**src/rtl/histogram_3d_binning_accumulator_top_macros.svh**
```systemverilog
// ----------------------------------------------------------------------------
// Assertion macros for the 3-D histogram accumulator
// Clocked implication checks, disabled while reset is held.
// ----------------------------------------------------------------------------
`ifndef HISTOGRAM_3D_BINNING_ACCUMULATOR_TOP_MACROS_SVH
`define HISTOGRAM_3D_BINNING_ACCUMULATOR_TOP_MACROS_SVH

// same-cycle implication
`define H3D_ASSERT_IMP(lbl, ante, cons) \
    lbl: assert property (@(posedge i_clk) disable iff (!i_rst_n) (ante) |-> (cons)) \
        else $error("h3d assertion failed");

// next-cycle implication
`define H3D_ASSERT_NXT(lbl, ante, cons) \
    lbl: assert property (@(posedge i_clk) disable iff (!i_rst_n) (ante) |=> (cons)) \
        else $error("h3d assertion failed");

`endif

```
**src/rtl/hist3d_pkg.sv**
```systemverilog
// ----------------------------------------------------------------------------
// hist3d_pkg
// Shared constants, types and helpers of the 3-D histogram accumulator.
// ----------------------------------------------------------------------------
package hist3d_pkg;

    localparam int DEF_BINS_X     = 16;
    localparam int DEF_BINS_Y     = 16;
    localparam int DEF_BINS_Z     = 16;
    localparam int DEF_COUNT_BITS = 32;

    localparam int AXIS_BW  = 8;   // bin index of one axis, up to 256 bins
    localparam int CFG_IW   = 3;
    localparam int CFG_DW   = 32;

    localparam logic [CFG_IW-1:0] REG_MIN_X   = 3'd0;
    localparam logic [CFG_IW-1:0] REG_MIN_Y   = 3'd1;
    localparam logic [CFG_IW-1:0] REG_MIN_Z   = 3'd2;
    localparam logic [CFG_IW-1:0] REG_WIDTH_X = 3'd3;
    localparam logic [CFG_IW-1:0] REG_WIDTH_Y = 3'd4;
    localparam logic [CFG_IW-1:0] REG_WIDTH_Z = 3'd5;
    localparam logic [CFG_IW-1:0] REG_STRICT  = 3'd6;

    localparam logic CMD_ADD  = 1'b0;
    localparam logic CMD_READ = 1'b1;

    localparam logic [31:0] MIN_RESET   = 32'hFFF6_0000;
    localparam logic [30:0] WIDTH_RESET = 31'd6554;

    typedef struct packed {
        logic               done;
        logic               clamp;
        logic [AXIS_BW-1:0] bin;
    } t_lane_res;

    function automatic logic [31:0] sat32(input logic [63:0] v);
        logic [31:0] r;
        r = (v[63:32] != 32'd0) ? 32'hFFFF_FFFF : v[31:0];
        return r;
    endfunction

endpackage

```
**src/rtl/hist3d_merge.sv**
```systemverilog
// ----------------------------------------------------------------------------
// hist3d_merge
// Combines the three axis bins into the flat bin and the range flag.
// ----------------------------------------------------------------------------
module hist3d_merge
    import hist3d_pkg::*;
#(
    parameter int BINS_Y = DEF_BINS_Y,
    parameter int BINS_Z = DEF_BINS_Z,
    parameter int FB     = 12
) (
    input  logic          i_clk,
    input  logic          i_load,
    input  t_lane_res     i_x,
    input  t_lane_res     i_y,
    input  t_lane_res     i_z,
    output logic [FB-1:0] o_flat,
    output logic          o_oor
);

    logic [31:0] xy;
    logic [31:0] flat;

    assign xy   = 32'(i_x.bin) * 32'(BINS_Y) + 32'(i_y.bin);
    assign flat = xy * 32'(BINS_Z) + 32'(i_z.bin);

    always_ff @(posedge i_clk) begin
        if (i_load) begin
            o_flat <= FB'(flat);
            o_oor  <= i_x.clamp | i_y.clamp | i_z.clamp;
        end
    end

endmodule

```
**config.mk**
```make
export PLATFORM = sky130hd
export DESIGN_NAME = hist3d_merge
export DESIGN_NICKNAME = d
export VERILOG_FILES = /design/src/rtl/histogram_3d_binning_accumulator_top_macros.svh /design/src/rtl/hist3d_pkg.sv /design/src/rtl/hist3d_merge.sv
export SDC_FILE = /design/constraint.sdc
export NUM_CORES = 1
export LEC_CHECK = 0
export BUFFER_PORTS_ARGS = -buffer_cell sky130_fd_sc_hd__buf_2
export CAP_MARGIN = 40
export CORE_MARGIN = 5
export CORE_UTILIZATION = 40
export DETAILED_ROUTE_END_ITERATION = 10
export GPL_ROUTABILITY_DRIVEN = 0
export HOLD_SLACK_MARGIN = 0.12
export PLACE_DENSITY_LB_ADDON = 0.25
export SKIP_LAST_GASP = 1
export SYNTH_ARGS = -nofsm -noshare
export SYNTH_HDL_FRONTEND = slang
export SYNTH_SLANG_ARGS = --single-unit
```
**constraint.sdc**
```tcl
create_clock -name i_clk -period 1.8 [get_ports i_clk]
set_input_delay 0.18 -clock i_clk [delete_from_list [all_inputs] [get_ports i_clk]]
set_output_delay 0.18 -clock i_clk [all_outputs]
set_load 0.02 [all_outputs]
```
; Yosys cells after proc, flatten, opt, wreduce, memory -nomap -nowiden
; Index checks and enable logic that the tools add are counted.
[word_totals]
ff_bits = 13
in_bits = 32
out_inout_bits = 13
wordCells = 6
[classes]
n_addsub = 2
bitwise = 2
[ops]
columns = operator, count
row1 = 12-bit by 8-bit adder with 12-bit output, 1
row2 = 8-bit adder, 1
row3 = 1-bit bitwise OR, 2

; Logic depth before layout (Yosys ltp)
[depth]
depth_word = 2
ltp_mapped = 6
depth_no_buf = 6

; Worst setup path after synthesis
; Ideal clock, no wire load.
[synth_timing]
path_kind = input to register
from = input i_y[0] (netlist bit)
to = register o_flat[10] (data pin)
setup_time_ns = 0.265
arrival_ns = 1.352
required_ns = 1.535
slack_ns = 0.183
stages = 6
n_path_buf = 0
cell_sequence = ha_1 fa_1 a21o_1 a21oi_1 nor2_1 xor2_1
[synth_via]
elab_chain_cells = 2
[synth_lines]
columns = item, line_no
row1 = from (decl), hist3d_merge.sv:15  ; input t_lane_res i_y,
row2 = 8-bit adder, hist3d_merge.sv:24  ; assign xy = 32'(i_x.bin) * 32'(BINS_Y) + 32'(i_y.bin);
row3 = 12-bit by 8-bit adder with 12-bit output, hist3d_merge.sv:25  ; assign flat = xy * 32'(BINS_Z) + 32'(i_z.bin);
row4 = via flat[10], hist3d_merge.sv:22  ; logic [31:0] flat;
row5 = to (signal assigned), hist3d_merge.sv:29  ; o_flat <= FB'(flat);
row6 = to (decl), hist3d_merge.sv:17  ; output logic [FB-1:0] o_flat,
; The timed path passes the listed nets, and every way through them passes these cells.
; A chain may end at the register's enable or synchronous reset.

; Final worst setup path
; Same ends and word-level chain as after synthesis.

==> results.md <==
Status:
- The flow ran to the end, and the final reports show no timing, DRC or antenna violations.

Drt:
- The count of nets left with antenna violations once routing finished came out at 0.
- Summed over all layers, the routed wires come to 1.136 mm.
- The post-route met1 wirelength is 431 um.
- The met2 wire length is roughly 630 um.
- In the routed layout, each cell is associated on average with a via count of 4.670.
- In the routed design, unresolved DRC markers number 0.
- The DRC violation total after the first TritonRoute iteration is 2.
- The post-detailed-route wirelength per cell is 10.42 um.
- Detailed routing inserted a total of 509 vias.
- The first detailed-routing pass took 2 iterations.
- The sum of met3 wire segment lengths after detailed routing is 79 um.
- Routed signal wires occupy layers up through met3.

Timing:
- For the pin with the worst max-slew slack, the measured transition is 0.2738 ns.
- The period utilization is 0.8340.
- Setup repair after global routing left no endpoint under its margin.
- The worst-case headroom to the max-slew limit is 0.8175.
- The final-layout setup total negative slack is 0 ns.
- The time the final worst path needs with I/O delays and setup is 1.501 ns.
- The final hold violation count was 0.
- The final number of setup-violating endpoints is 0.
- The maximum clock frequency is roughly 670 MHz.
- The max-slew violation count is 0.

GRT:
- In the global route stage, overall resource usage came out at 0.08867.
- The first global-routing pass estimated 1.814 mm of wire.
- The largest net degree at the start of global routing is 14.
- The final global-route overflow total is 0.
- The via count of the first global-routing pass is 493.
- The initial antenna violation count is 0.

Floorplanning:
- Pin placement for this block handled 45 I/O pins.
- The die width is 51.44 um.
- The vertical die dimension is 51.44 um.
- The count of standard-cell rows is 15.
- The starting density of the core is 0.4112.
- The area enclosed by the die boundary is around 2600 um^2.
- The total core area is between 1500 and 2000 um^2.

Yosys:
- The register bit count reported by yosys is 13.
- Ranked by total cell area, the synthesized netlist is headed by sky130_fd_sc_hd__edfxtp_1 57%, sky130_fd_sc_hd__ha_1 13%, sky130_fd_sc_hd__xor2_1 6.4%.
- Synthesis produced 46 cells.
- The mapped cell area is 686.9 um^2.
- The average footprint of a synthesized cell is 14.93 um^2.
- The number of warnings printed during yosys synthesis is 0.
- The count of cell types in the netlist is 15.
- For this run, the register share of the synthesized area comes to 0.5683.
- When the netlist entered floorplanning its net count stood at between 80 and 90.
- The area share of the largest cell type after synthesis is 0.5683.
- sky130_fd_sc_hd__edfxtp_1 takes more of the synthesized area than any other cell.

Finish:
- The number of antenna repair diodes is 0.
- Of the cells placed in the final design, the portion with a size suffix greater than 1 is 0.4674.
- The number of fill cells is 131.
- The number of nets in the finished design is 134.
- The post-synthesis to final-layout area growth is 40.80%.
- Measured on the finished design, the core utilization comes to 0.5790.
- The final non-filler cell area is 967.2 um^2.
- The count of placed standard cells in the final layout, fillers left out is 109.

Pwr:
- The maximum vdd drop is 0.3298 mV.
- The static leakage is 0.4534 nW.
- After layout, the design draws a total of slightly below 0.8 mW.
- The power per standard cell area is 803.4 nW/um^2.

Place:
- The total of buffers placed on input and output ports is 37.
- The number of instances in the placed design is 101.
- The instance area at placement is 900.9 um^2.
- The HPWL after detailed placement is 958.6 um.

Critical path:
- The largest fanout of any net on the critical path is 2.
- STA puts the critical path data required time at between 1.5 and 2 ns.
- The worst setup path is captured at a flop.
- STA classifies the critical path startpoint as an input port.
- For the worst setup path, the data arrival time is 1.51 ns.
- The category of the most critical setup path is in2reg.

CTS:
- The cell sitting at the root of the clock tree is a sky130_fd_sc_hd__clkbuf_4.
- The longest clock path from root to sink contains 2 buffers.
- The number of gates resized after CTS was 0.
- The clock sink count is 13.
- The number of CTS-inserted buffers is 3.
- After clock tree synthesis, the clock-pin slew on the worst setup and hold paths is about 0.080 ns.
- TritonCTS built the clock tree.
- In this run the number of H-tree levels came out at 1.

Worst hold path:
- The path class of the lowest-slack min-delay path is in2reg.

Flow run:
- The number of max-cap violations is 0.
cell usage after synthesis:
library cell / number
sky130_fd_sc_hd__a21oi_1: 4
sky130_fd_sc_hd__nand2_1: 1
sky130_fd_sc_hd__fa_1: 2
sky130_fd_sc_hd__inv_1: 1
sky130_fd_sc_hd__xnor2_1: 4
sky130_fd_sc_hd__nor2b_1: 1
sky130_fd_sc_hd__or3_1: 1
sky130_fd_sc_hd__nand3_1: 1
sky130_fd_sc_hd__a21o_1: 2
sky130_fd_sc_hd__edfxtp_1: 13
sky130_fd_sc_hd__ha_1: 7
sky130_fd_sc_hd__xor2_1: 5
sky130_fd_sc_hd__o22ai_2: 1
sky130_fd_sc_hd__nor2_1: 2
sky130_fd_sc_hd__nand3_2: 1
path summary, 6_finish.rpt:
path,startpoint,endpoint,slack (ns),cells after the start
setup / recovery,i_y[0],o_flat[10]$_DFFE_PP_,0.30,7
hold / removal,i_x[8],o_oor$_DFFE_PP_,0.18,2
stage by stage:
stage	hold WS [ns]	setup slack (ns)
2_1_floorplan	0.2789	0.1834
3_3_place_gp	0.3570	0.03117
3_5_place_dp	0.3598	0.005096
4_1_cts	0.1735	0.2871
5_1_grt	0.1862	0.2235
6_report	0.1833	0.2988
cells by family after synthesis:
group / share of synthesized area
XOR/XNOR: 0.1147
AO/OA/AOI/OAI: 0.06921
buffers and inverters: 0.005459
adder cells (fa/ha/maj): 0.1858
AND/OR/NAND/NOR: 0.05647
flip-flops: 0.5683
what timing repair did:
| item | in CTS | in global routing |
|---|---|---|
| hold buffers | 4 | 0 |
| endpoints found under the hold margin | 4 | 0 |
| buffers inserted | 0 | 0 |
state kept, by name, indices dropped and copies added (netlist names):
signal  flops
o_flat     12
o_oor       1
critical path, stage by stage:
cell	delay, ns
sky130_fd_sc_hd__buf_2	0.10
sky130_fd_sc_hd__ha_1	0.21
sky130_fd_sc_hd__fa_1	0.40
sky130_fd_sc_hd__a21o_1	0.19
sky130_fd_sc_hd__a21oi_1	0.19
sky130_fd_sc_hd__nor2_1	0.09
sky130_fd_sc_hd__xor2_1	0.15
power breakdown:
group          switching (mW)  internal (mW)
Clock                  0.0805         0.0854
Combinational           0.124         0.0985
Sequential            0.00680          0.382
area by class of cell:
class,count,area (um^2),area share
inverters,1,3.754,0.003881
repair buffers,42,232.7,0.2406
well taps,17,21.27,0.02199
clock buffers,4,26.28,0.02717
flip-flops and latches,13,390.4,0.4036
multi-input cells,32,292.8,0.3027
cell usage in the layout (no fill, tap or decap):
master,instances
sky130_fd_sc_hd__edfxtp_1,13
sky130_fd_sc_hd__xor2_1,5
sky130_fd_sc_hd__a21oi_1,4
sky130_fd_sc_hd__nand3_1,1
sky130_fd_sc_hd__ha_1,7
sky130_fd_sc_hd__nand3_2,1
sky130_fd_sc_hd__inv_1,1
sky130_fd_sc_hd__o22ai_2,1
sky130_fd_sc_hd__dlygate4sd3_1,4
sky130_fd_sc_hd__buf_2,37
sky130_fd_sc_hd__clkbuf_1,1
sky130_fd_sc_hd__a21o_1,2
sky130_fd_sc_hd__nor2_1,2
sky130_fd_sc_hd__nor2b_1,1
sky130_fd_sc_hd__xnor2_1,4
sky130_fd_sc_hd__nand2_1,1
sky130_fd_sc_hd__clkbuf_4,3
sky130_fd_sc_hd__or3_1,1
sky130_fd_sc_hd__buf_4,1
sky130_fd_sc_hd__fa_1,2
per-layer routing:
metal | up-vias | global-route usage
met4 | 0 | 0.03930
li1 | 263 | -
met1 | 227 | 0.1041
met2 | 19 | 0.1610
met3 | 0 | 0.008746
met5 | - | 0
Note: power is estimated with default switching activity, not from simulation.
