File: config.mk
export PLATFORM = sky130hd
export DESIGN_NAME = hist3d_axis_lane
export DESIGN_NICKNAME = d
export VERILOG_FILES = /design/src/rtl/histogram_3d_binning_accumulator_top_macros.svh /design/src/rtl/hist3d_pkg.sv /design/src/rtl/hist3d_axis_lane.sv
export SDC_FILE = /design/constraint.sdc
export NUM_CORES = 1
export LEC_CHECK = 0
export ABC_AREA = 0
export ABC_CLOCK_PERIOD_IN_PS = 9900
export BUFFER_PORTS_ARGS = -buffer_cell sky130_fd_sc_hd__buf_2
export CAP_MARGIN = 20
export CORE_MARGIN = 2
export CORE_UTILIZATION = 60
export DETAILED_ROUTE_END_ITERATION = 6
export HOLD_SLACK_MARGIN = 0.08
export MAX_ROUTING_LAYER = met4
export PLACE_DENSITY = 0.91
export SETUP_SLACK_MARGIN = 0.3
export SLEW_MARGIN = 30
export SYNTH_ARGS = -nofsm -noshare
export SYNTH_HDL_FRONTEND = slang
export SYNTH_SLANG_ARGS = --single-unit
File: constraint.sdc
create_clock -name i_clk -period 9.9 [get_ports i_clk]
set_input_delay 1.98 -clock i_clk [delete_from_list [all_inputs] [get_ports i_clk]]
set_output_delay 1.98 -clock i_clk [all_outputs]
set_load 0.02 [all_outputs]
File: src/rtl/histogram_3d_binning_accumulator_top_macros.svh
// ----------------------------------------------------------------------------
// Assertion macros for the 3-D histogram accumulator
// Clocked implication checks, disabled while reset is held.
// ----------------------------------------------------------------------------
`ifndef HISTOGRAM_3D_BINNING_ACCUMULATOR_TOP_MACROS_SVH
`define HISTOGRAM_3D_BINNING_ACCUMULATOR_TOP_MACROS_SVH

// same-cycle implication
`define H3D_ASSERT_IMP(lbl, ante, cons) \
    lbl: assert property (@(posedge i_clk) disable iff (!i_rst_n) (ante) |-> (cons)) \
        else $error("h3d assertion failed");

// next-cycle implication
`define H3D_ASSERT_NXT(lbl, ante, cons) \
    lbl: assert property (@(posedge i_clk) disable iff (!i_rst_n) (ante) |=> (cons)) \
        else $error("h3d assertion failed");

`endif

File: src/rtl/hist3d_pkg.sv
// ----------------------------------------------------------------------------
// hist3d_pkg
// Shared constants, types and helpers of the 3-D histogram accumulator.
// ----------------------------------------------------------------------------
package hist3d_pkg;

    localparam int DEF_BINS_X     = 16;
    localparam int DEF_BINS_Y     = 16;
    localparam int DEF_BINS_Z     = 16;
    localparam int DEF_COUNT_BITS = 32;

    localparam int AXIS_BW  = 8;   // bin index of one axis, up to 256 bins
    localparam int CFG_IW   = 3;
    localparam int CFG_DW   = 32;

    localparam logic [CFG_IW-1:0] REG_MIN_X   = 3'd0;
    localparam logic [CFG_IW-1:0] REG_MIN_Y   = 3'd1;
    localparam logic [CFG_IW-1:0] REG_MIN_Z   = 3'd2;
    localparam logic [CFG_IW-1:0] REG_WIDTH_X = 3'd3;
    localparam logic [CFG_IW-1:0] REG_WIDTH_Y = 3'd4;
    localparam logic [CFG_IW-1:0] REG_WIDTH_Z = 3'd5;
    localparam logic [CFG_IW-1:0] REG_STRICT  = 3'd6;

    localparam logic CMD_ADD  = 1'b0;
    localparam logic CMD_READ = 1'b1;

    localparam logic [31:0] MIN_RESET   = 32'hFFF6_0000;
    localparam logic [30:0] WIDTH_RESET = 31'd6554;

    typedef struct packed {
        logic               done;
        logic               clamp;
        logic [AXIS_BW-1:0] bin;
    } t_lane_res;

    function automatic logic [31:0] sat32(input logic [63:0] v);
        logic [31:0] r;
        r = (v[63:32] != 32'd0) ? 32'hFFFF_FFFF : v[31:0];
        return r;
    endfunction

endpackage

File: src/rtl/hist3d_axis_lane.sv
// ----------------------------------------------------------------------------
// hist3d_axis_lane
// Bins one axis: range check, then a restoring quotient one bit per cycle.
// ----------------------------------------------------------------------------
module hist3d_axis_lane
    import hist3d_pkg::*;
#(
    parameter int BINS = DEF_BINS_X
) (
    input  logic              i_clk,
    input  logic              i_rst_n,
    input  logic              i_start,
    input  logic [31:0]       i_sample,
    input  logic [31:0]       i_min,
    input  logic [30:0]       i_width,
    output t_lane_res         o_res
);

    localparam int QB = (BINS > 1) ? $clog2(BINS) : 1;
    localparam logic [1:0] L_IDLE = 2'd0;
    localparam logic [1:0] L_CHK  = 2'd1;
    localparam logic [1:0] L_DIV  = 2'd2;

    logic [1:0]         r_st, n_st;
    logic signed [32:0] r_d;
    logic [32:0]        r_rem;
    logic [39:0]        r_lim;
    logic [39:0]        r_div;
    logic [AXIS_BW-1:0] r_q;
    logic [3:0]         r_cnt;
    logic               r_clamp;

    logic signed [32:0] d_sub;
    logic [30:0]        w_eff;
    logic               step_ge;
    logic               d_neg;
    logic               d_high;

    assign d_sub   = $signed({i_sample[31], i_sample}) - $signed({i_min[31], i_min});
    assign w_eff   = (i_width == 31'd0) ? 31'd1 : i_width;
    assign step_ge = {7'd0, r_rem} >= r_div;
    assign d_neg   = r_d[32];
    assign d_high  = !r_d[32] && ({7'd0, r_d} >= r_lim);

    always_comb begin
        n_st = r_st;
        unique case (r_st)
            L_IDLE: if (i_start) n_st = L_CHK;
            L_CHK: begin
                if (d_neg || d_high) n_st = L_IDLE;
                else n_st = L_DIV;
            end
            L_DIV: if (r_cnt == 4'd1) n_st = L_IDLE;
            default: n_st = L_IDLE;
        endcase
    end

    always_ff @(posedge i_clk) begin
        if (!i_rst_n) begin
            r_st <= L_IDLE;
        end else begin
            r_st <= n_st;
        end
    end

    always_ff @(posedge i_clk) begin
        case (r_st)
            L_IDLE: begin
                if (i_start) begin
                    r_d   <= d_sub;
                    r_lim <= 40'(w_eff) * 40'(BINS);
                    r_div <= 40'(w_eff) << (QB - 1);
                end
            end
            L_CHK: begin
                r_rem   <= r_d;
                r_cnt   <= 4'(QB);
                r_clamp <= d_neg | d_high;
                // clamp high to the last bin, otherwise start the quotient at zero
                r_q     <= d_high ? AXIS_BW'(BINS - 1) : '0;
            end
            L_DIV: begin
                // one quotient bit per cycle, divisor walks right
                if (step_ge) r_rem <= r_rem - r_div[32:0];
                r_q   <= {r_q[AXIS_BW-2:0], step_ge};
                r_div <= r_div >> 1;
                r_cnt <= r_cnt - 4'd1;
            end
            default: ;
        endcase
    end

    assign o_res.done  = (r_st == L_IDLE);
    assign o_res.clamp = r_clamp;
    assign o_res.bin   = r_q;

endmodule

# Yosys cells after proc, flatten, opt, wreduce, memory -nomap -nowiden

Cells that the tools add are included.

$add $sub $neg: 3
Magnitude comparators: 2
Equal/unequal tests: 6
Muxes and demuxes: 12
Bitwise operators: 1
Reduce and logical (&&, ||, !) cells: 11

Operators with widths:

| kind                  | count |
|---|---|
| $pmux W40 S2          | 1 |
| $pmux W33 S2          | 1 |
| $ge A33 B40 Y1        | 1 |
| $mux W40              | 1 |
| $ge A33 B35 Y1        | 1 |
| $mux W33              | 1 |
| $sub A32 B32 Y33      | 1 |
| $sub A33 B33 Y33      | 1 |
| $logic_not A31 Y1     | 1 |
| $mux W31              | 1 |
| $pmux W8 S2           | 1 |
| $pmux W4 S2           | 1 |
| $reduce_and A2 Y1     | 4 |
| $mux W2               | 3 |
| $ne A2 B2 Y1 const B  | 3 |
| $pmux W2 S3           | 1 |
| $eq A4 B1 Y1 const B  | 1 |
| $mux W4               | 1 |
| $reduce_bool A2 Y1    | 2 |
| $sub A4 B1 Y4 const B | 1 |
| $eq A2 B1 Y1 const B  | 1 |
| $eq A2 B2 Y1 const B  | 1 |
| $logic_not A2 Y1      | 1 |
| $logic_and A1 B1 Y1   | 1 |
| 3 further kinds       | 3 |

Bits in registers: 152
Input bits: 98
Output and inout port bits: 10
Logic and storage cells: 43

# Depth between registers and ports, before layout

Word-level depth: 5
Gate-level depth with buffers: 12
Depth with buffers taken out: 12

# Worst setup path after synthesis

No wires, ideal clock.

Path kind: input port to flip-flop
Start point: input port i_start
End point: register r_div[0], enable pin
Library setup time: 0.432 ns
Data arrival time: 4.560 ns
Required time: 9.468 ns
Setup slack: 4.908 ns
Stages: 2
Buffers on the path: 0
Cells stage by stage: and2_1 o21bai_1

Cells in the longest elaborated chain, start to end: 2

RTL lines:

| item                               | line                   | RTL |
|---|---|---|
| from (decl)                        | hist3d_axis_lane.sv:12 | `input logic i_start,` |
| $ne A2 B2 Y1 (no source line)      | -                      |  |
| $reduce_and A2 Y1 (no source line) | -                      |  |
| to (signal assigned)               | hist3d_axis_lane.sv:72 | `r_div <= 40'(w_eff) << (QB - 1);` |
| to (signal assigned)               | hist3d_axis_lane.sv:86 | `r_div <= r_div >> 1;` |
| to (decl)                          | hist3d_axis_lane.sv:28 | `logic [39:0] r_div;` |

Every way passes these cells.
A chain may end at the register's enable or synchronous reset.

# Worst setup path in the final report

Start point: input port i_sample[0]
End point: register r_d[32], data pin

Cells in the longest elaborated chain, start to end: 1

RTL lines:

| item                 | line                   | RTL |
|---|---|---|
| from (decl)          | hist3d_axis_lane.sv:13 | `input logic [31:0] i_sample,` |
| $sub A32 B32 Y33     | hist3d_axis_lane.sv:39 | `assign d_sub = $signed({i_sample[31], i_sample}) - $signed({i_min[31], i_min});` |
| via d_sub[32]        | hist3d_axis_lane.sv:33 | `logic signed [32:0] d_sub;` |
| to (signal assigned) | hist3d_axis_lane.sv:70 | `r_d <= d_sub;` |
| to (decl)            | hist3d_axis_lane.sv:25 | `logic signed [32:0] r_d;` |

The timed path passes the listed nets, and every way through them passes these cells.

==> flow_metrics.tcl <==
set metrics [dict create \
    status "finished, final reports clean" \
    synth_top_area_share_pct 43.4 \
    place_congestion 0.941 \
    wl_per_cell_um 17.5 \
    setup_violations 0 \
    synth-main-ff-cell "edfxtp_1" \
    antenna_found_initial 1 \
    synth-async-reset-ratio_pct 0 \
    fill_cells 1136 \
    clock_sinks 146 \
    yosysSeqAreaShare_pct 43.8 \
    worstHoldPathType "reg -> reg" \
    die_x_um 133 \
    drtIter0Drc 628 \
    finalClockSkew_ns 0.00755 \
    fmax_mhz 224 \
    cts_buffer_depth 2 \
    required_ns 10.08 \
    ys_warn_count 0 \
    crit_arrival_ns 4.64 \
    tns_ns 0 \
    power_leakage_nw 4.89 \
    layout-drive-gt1-share_pct 20.4 \
    worstMarginPinSlew_ns 0.929 \
    syn_area_mm2 0.00997 \
    criticalPathCategory "in -> reg" \
    core_region_area_mm2 0.0164 \
    first_pass_iters 6 \
    ant_nets 0 \
    initial_utilization_pct 60.8 \
    yosysTopAreaCell "edfxtp_1" \
    dpl_cell_area_mm2 0.0106 \
    hold_viol_final 0 \
    grt_overflow_total 0 \
    synthCells 962 \
    avgSynthCellArea_um2 10.4 \
    htree_levels 4 \
    power_density_mw_per_mm2 180 \
    crit_path_start_kind "input port" \
    post_cts.repair.setup_buffers 0 \
    crit_path_end_kind "flop" \
    yosysUniqueCellTypes 68 \
    clock_latency_ns 0.43 \
    grt_max_degree 78 \
    io_buffers 107 \
    vias_per_cell 5.94 \
    via_count 7544 \
    grt_pass1_vias 7523 \
    die-height_um 133 \
    ys_top_cells_by_area "edfxtp_1, ha_1, mux2_2" \
    post-route-drc-count 0 \
    peakVddDrop_mv 0.139 \
    grt_pass1_wl_um 36800 \
    final.period_utilization_pct 45.0 \
    track_usage_pct 27.2 \
    maxSlewHeadroom_pct 38.0 \
    synth-edff-count 144 \
    cts-root-buf "clkbuf_16" \
    total_power_mw 2.01 \
    die_area_mm2 0.0177 \
    holdBufCountCts 0 \
    rows 47 \
    dpl.hpwl_um 16100 \
    cts_resized 0 \
    cap_violations 0 \
    clk_pin_slew_ns 0.06 \
    synth_seq_cells 146 \
    cts_tree "done" \
    stdcell_area_mm2 0.0112 \
    report.final.slew_viol_count 0 \
    cts_buffers 17 \
    io_pins 108 \
    syn_nets 1161 \
    syn_to_final_growth_pct 12.6 \
    critPathMaxFanout 3 \
    fin_nets 1236 \
    routed_wl_um 22300 \
    period_minus_slack_ns 4.46 \
    rsz0062_at_grt "no" \
]
[power breakdown]
group	internal [mW]	total [mW]	switching [mW]
Sequential	0.772	0.808	0.0357
Combinational	0.226	0.535	0.309
Clock	0.420	0.672	0.252
Total	1.42	2.01	0.597
[flip-flops by register name, summed over array words and instances, names as in the netlist]
signal and count:
r_d 33, r_rem 33, r_div 34, r_cnt 4, r_q 8, r_lim 31, r_clamp 1, r_st 2
[worst paths after layout]
| path | startpoint | endpoint | slack (ns) | cells past startpoint |
|---|---|---|---|---|
| worst min-delay path | r_st[1] | r_st[1] | 0.54 | 2 |
| worst min register to register | r_st[1] | r_st[1] | 0.54 | 2 |
| worst max register to register | r_div[0] | r_rem[20] | 6.21 | 12 |
| worst max-delay path | i_sample[0] | r_d[32] | 5.44 | 13 |
[cells by family after synthesis]
logic type	after synthesis	synth area share (%)
AOI/OAI and AO/OA	235	16.0
muxes	55	6.20
xor gates and xnor gates	56	4.92
and+or+nand+nor	196	9.64
buffers and inverters	173	6.60
adders and majority gates	101	12.8
DFF	146	43.8
[layout by cell type (no fill, tap or decap), drive strengths merged, types with 3 or more instances in the layout]
cell type	count
clkinv	7
and2	9
o31a	4
o311ai	3
nor3	15
a21o	41
a211o	4
and3	3
nand3	11
a41oi	3
xnor2	44
a31oi	7
o21bai	7
o22ai	3
o21a	14
bufinv	4
buf	111
nor4	9
a211oi	10
mux2	54
nand2	48
o31ai	6
clkbuf	18
o211ai	8
nand4	18
a21oi	73
nand2b	8
o21ai	35
ha	99
edfxtp	144
clkinvlp	3
xor2	12
or2	4
nor2b	12
inv	118
nor2	50
[layout make-up]
cell class,instances,area [um2],area share (%)
diodes,1,2.50,0.0223
clock buffers,18,429,3.82
clock inverters,14,188,1.67
inverters,118,443,3.95
multi-input cells,643,4950,44.1
flip-flops and latches,146,4360,38.9
well taps,220,275,2.45
repair buffers,111,566,5.04
[cell usage after synthesis (all sizes together) (18+ instances only)]
master,instances
ha,99
a21o,41
nand4,18
inv,117
mux2,54
xnor2,44
o21ai,35
clkbuf,49
edfxtp,144
nor2,50
a21oi,73
nand2,48
[per-stage QoR]
step	std cells	hold WS, ns	utilization (%)	setup slack, ns
6_report	1271	0.537	68.4	5.44
5_1_grt	1271	0.571	68.4	5.31
4_1_cts	1270	0.533	68.4	5.45
3_5_place_dp	1238	0.524	64.6	5.01
3_3_place_gp	1238	0.516	64.6	5.16
2_1_floorplan	962	0.491	-	4.91
[critical path: stages]
cell     delay (ns)
buf_2          0.07
inv_1          0.04
ha_1           0.22
fa_1           0.41
nor2b_1        0.25
o31ai_2        0.13
a21oi_1        0.31
a41oi_1        0.24
a41oi_1        0.40
a31oi_1        0.17
a21oi_1        0.18
and2_1         0.17
o22ai_1        0.07
[layer usage]
layer  up-vias  GRT usage (%)  wire, um
met5         -              -         0
met4         0           9.50       592
met3        52           5.52      1450
met2       293           44.0     10800
met1      3581           34.3      9460
li1       3618              -         -
(Power assumes the default switching activity.)
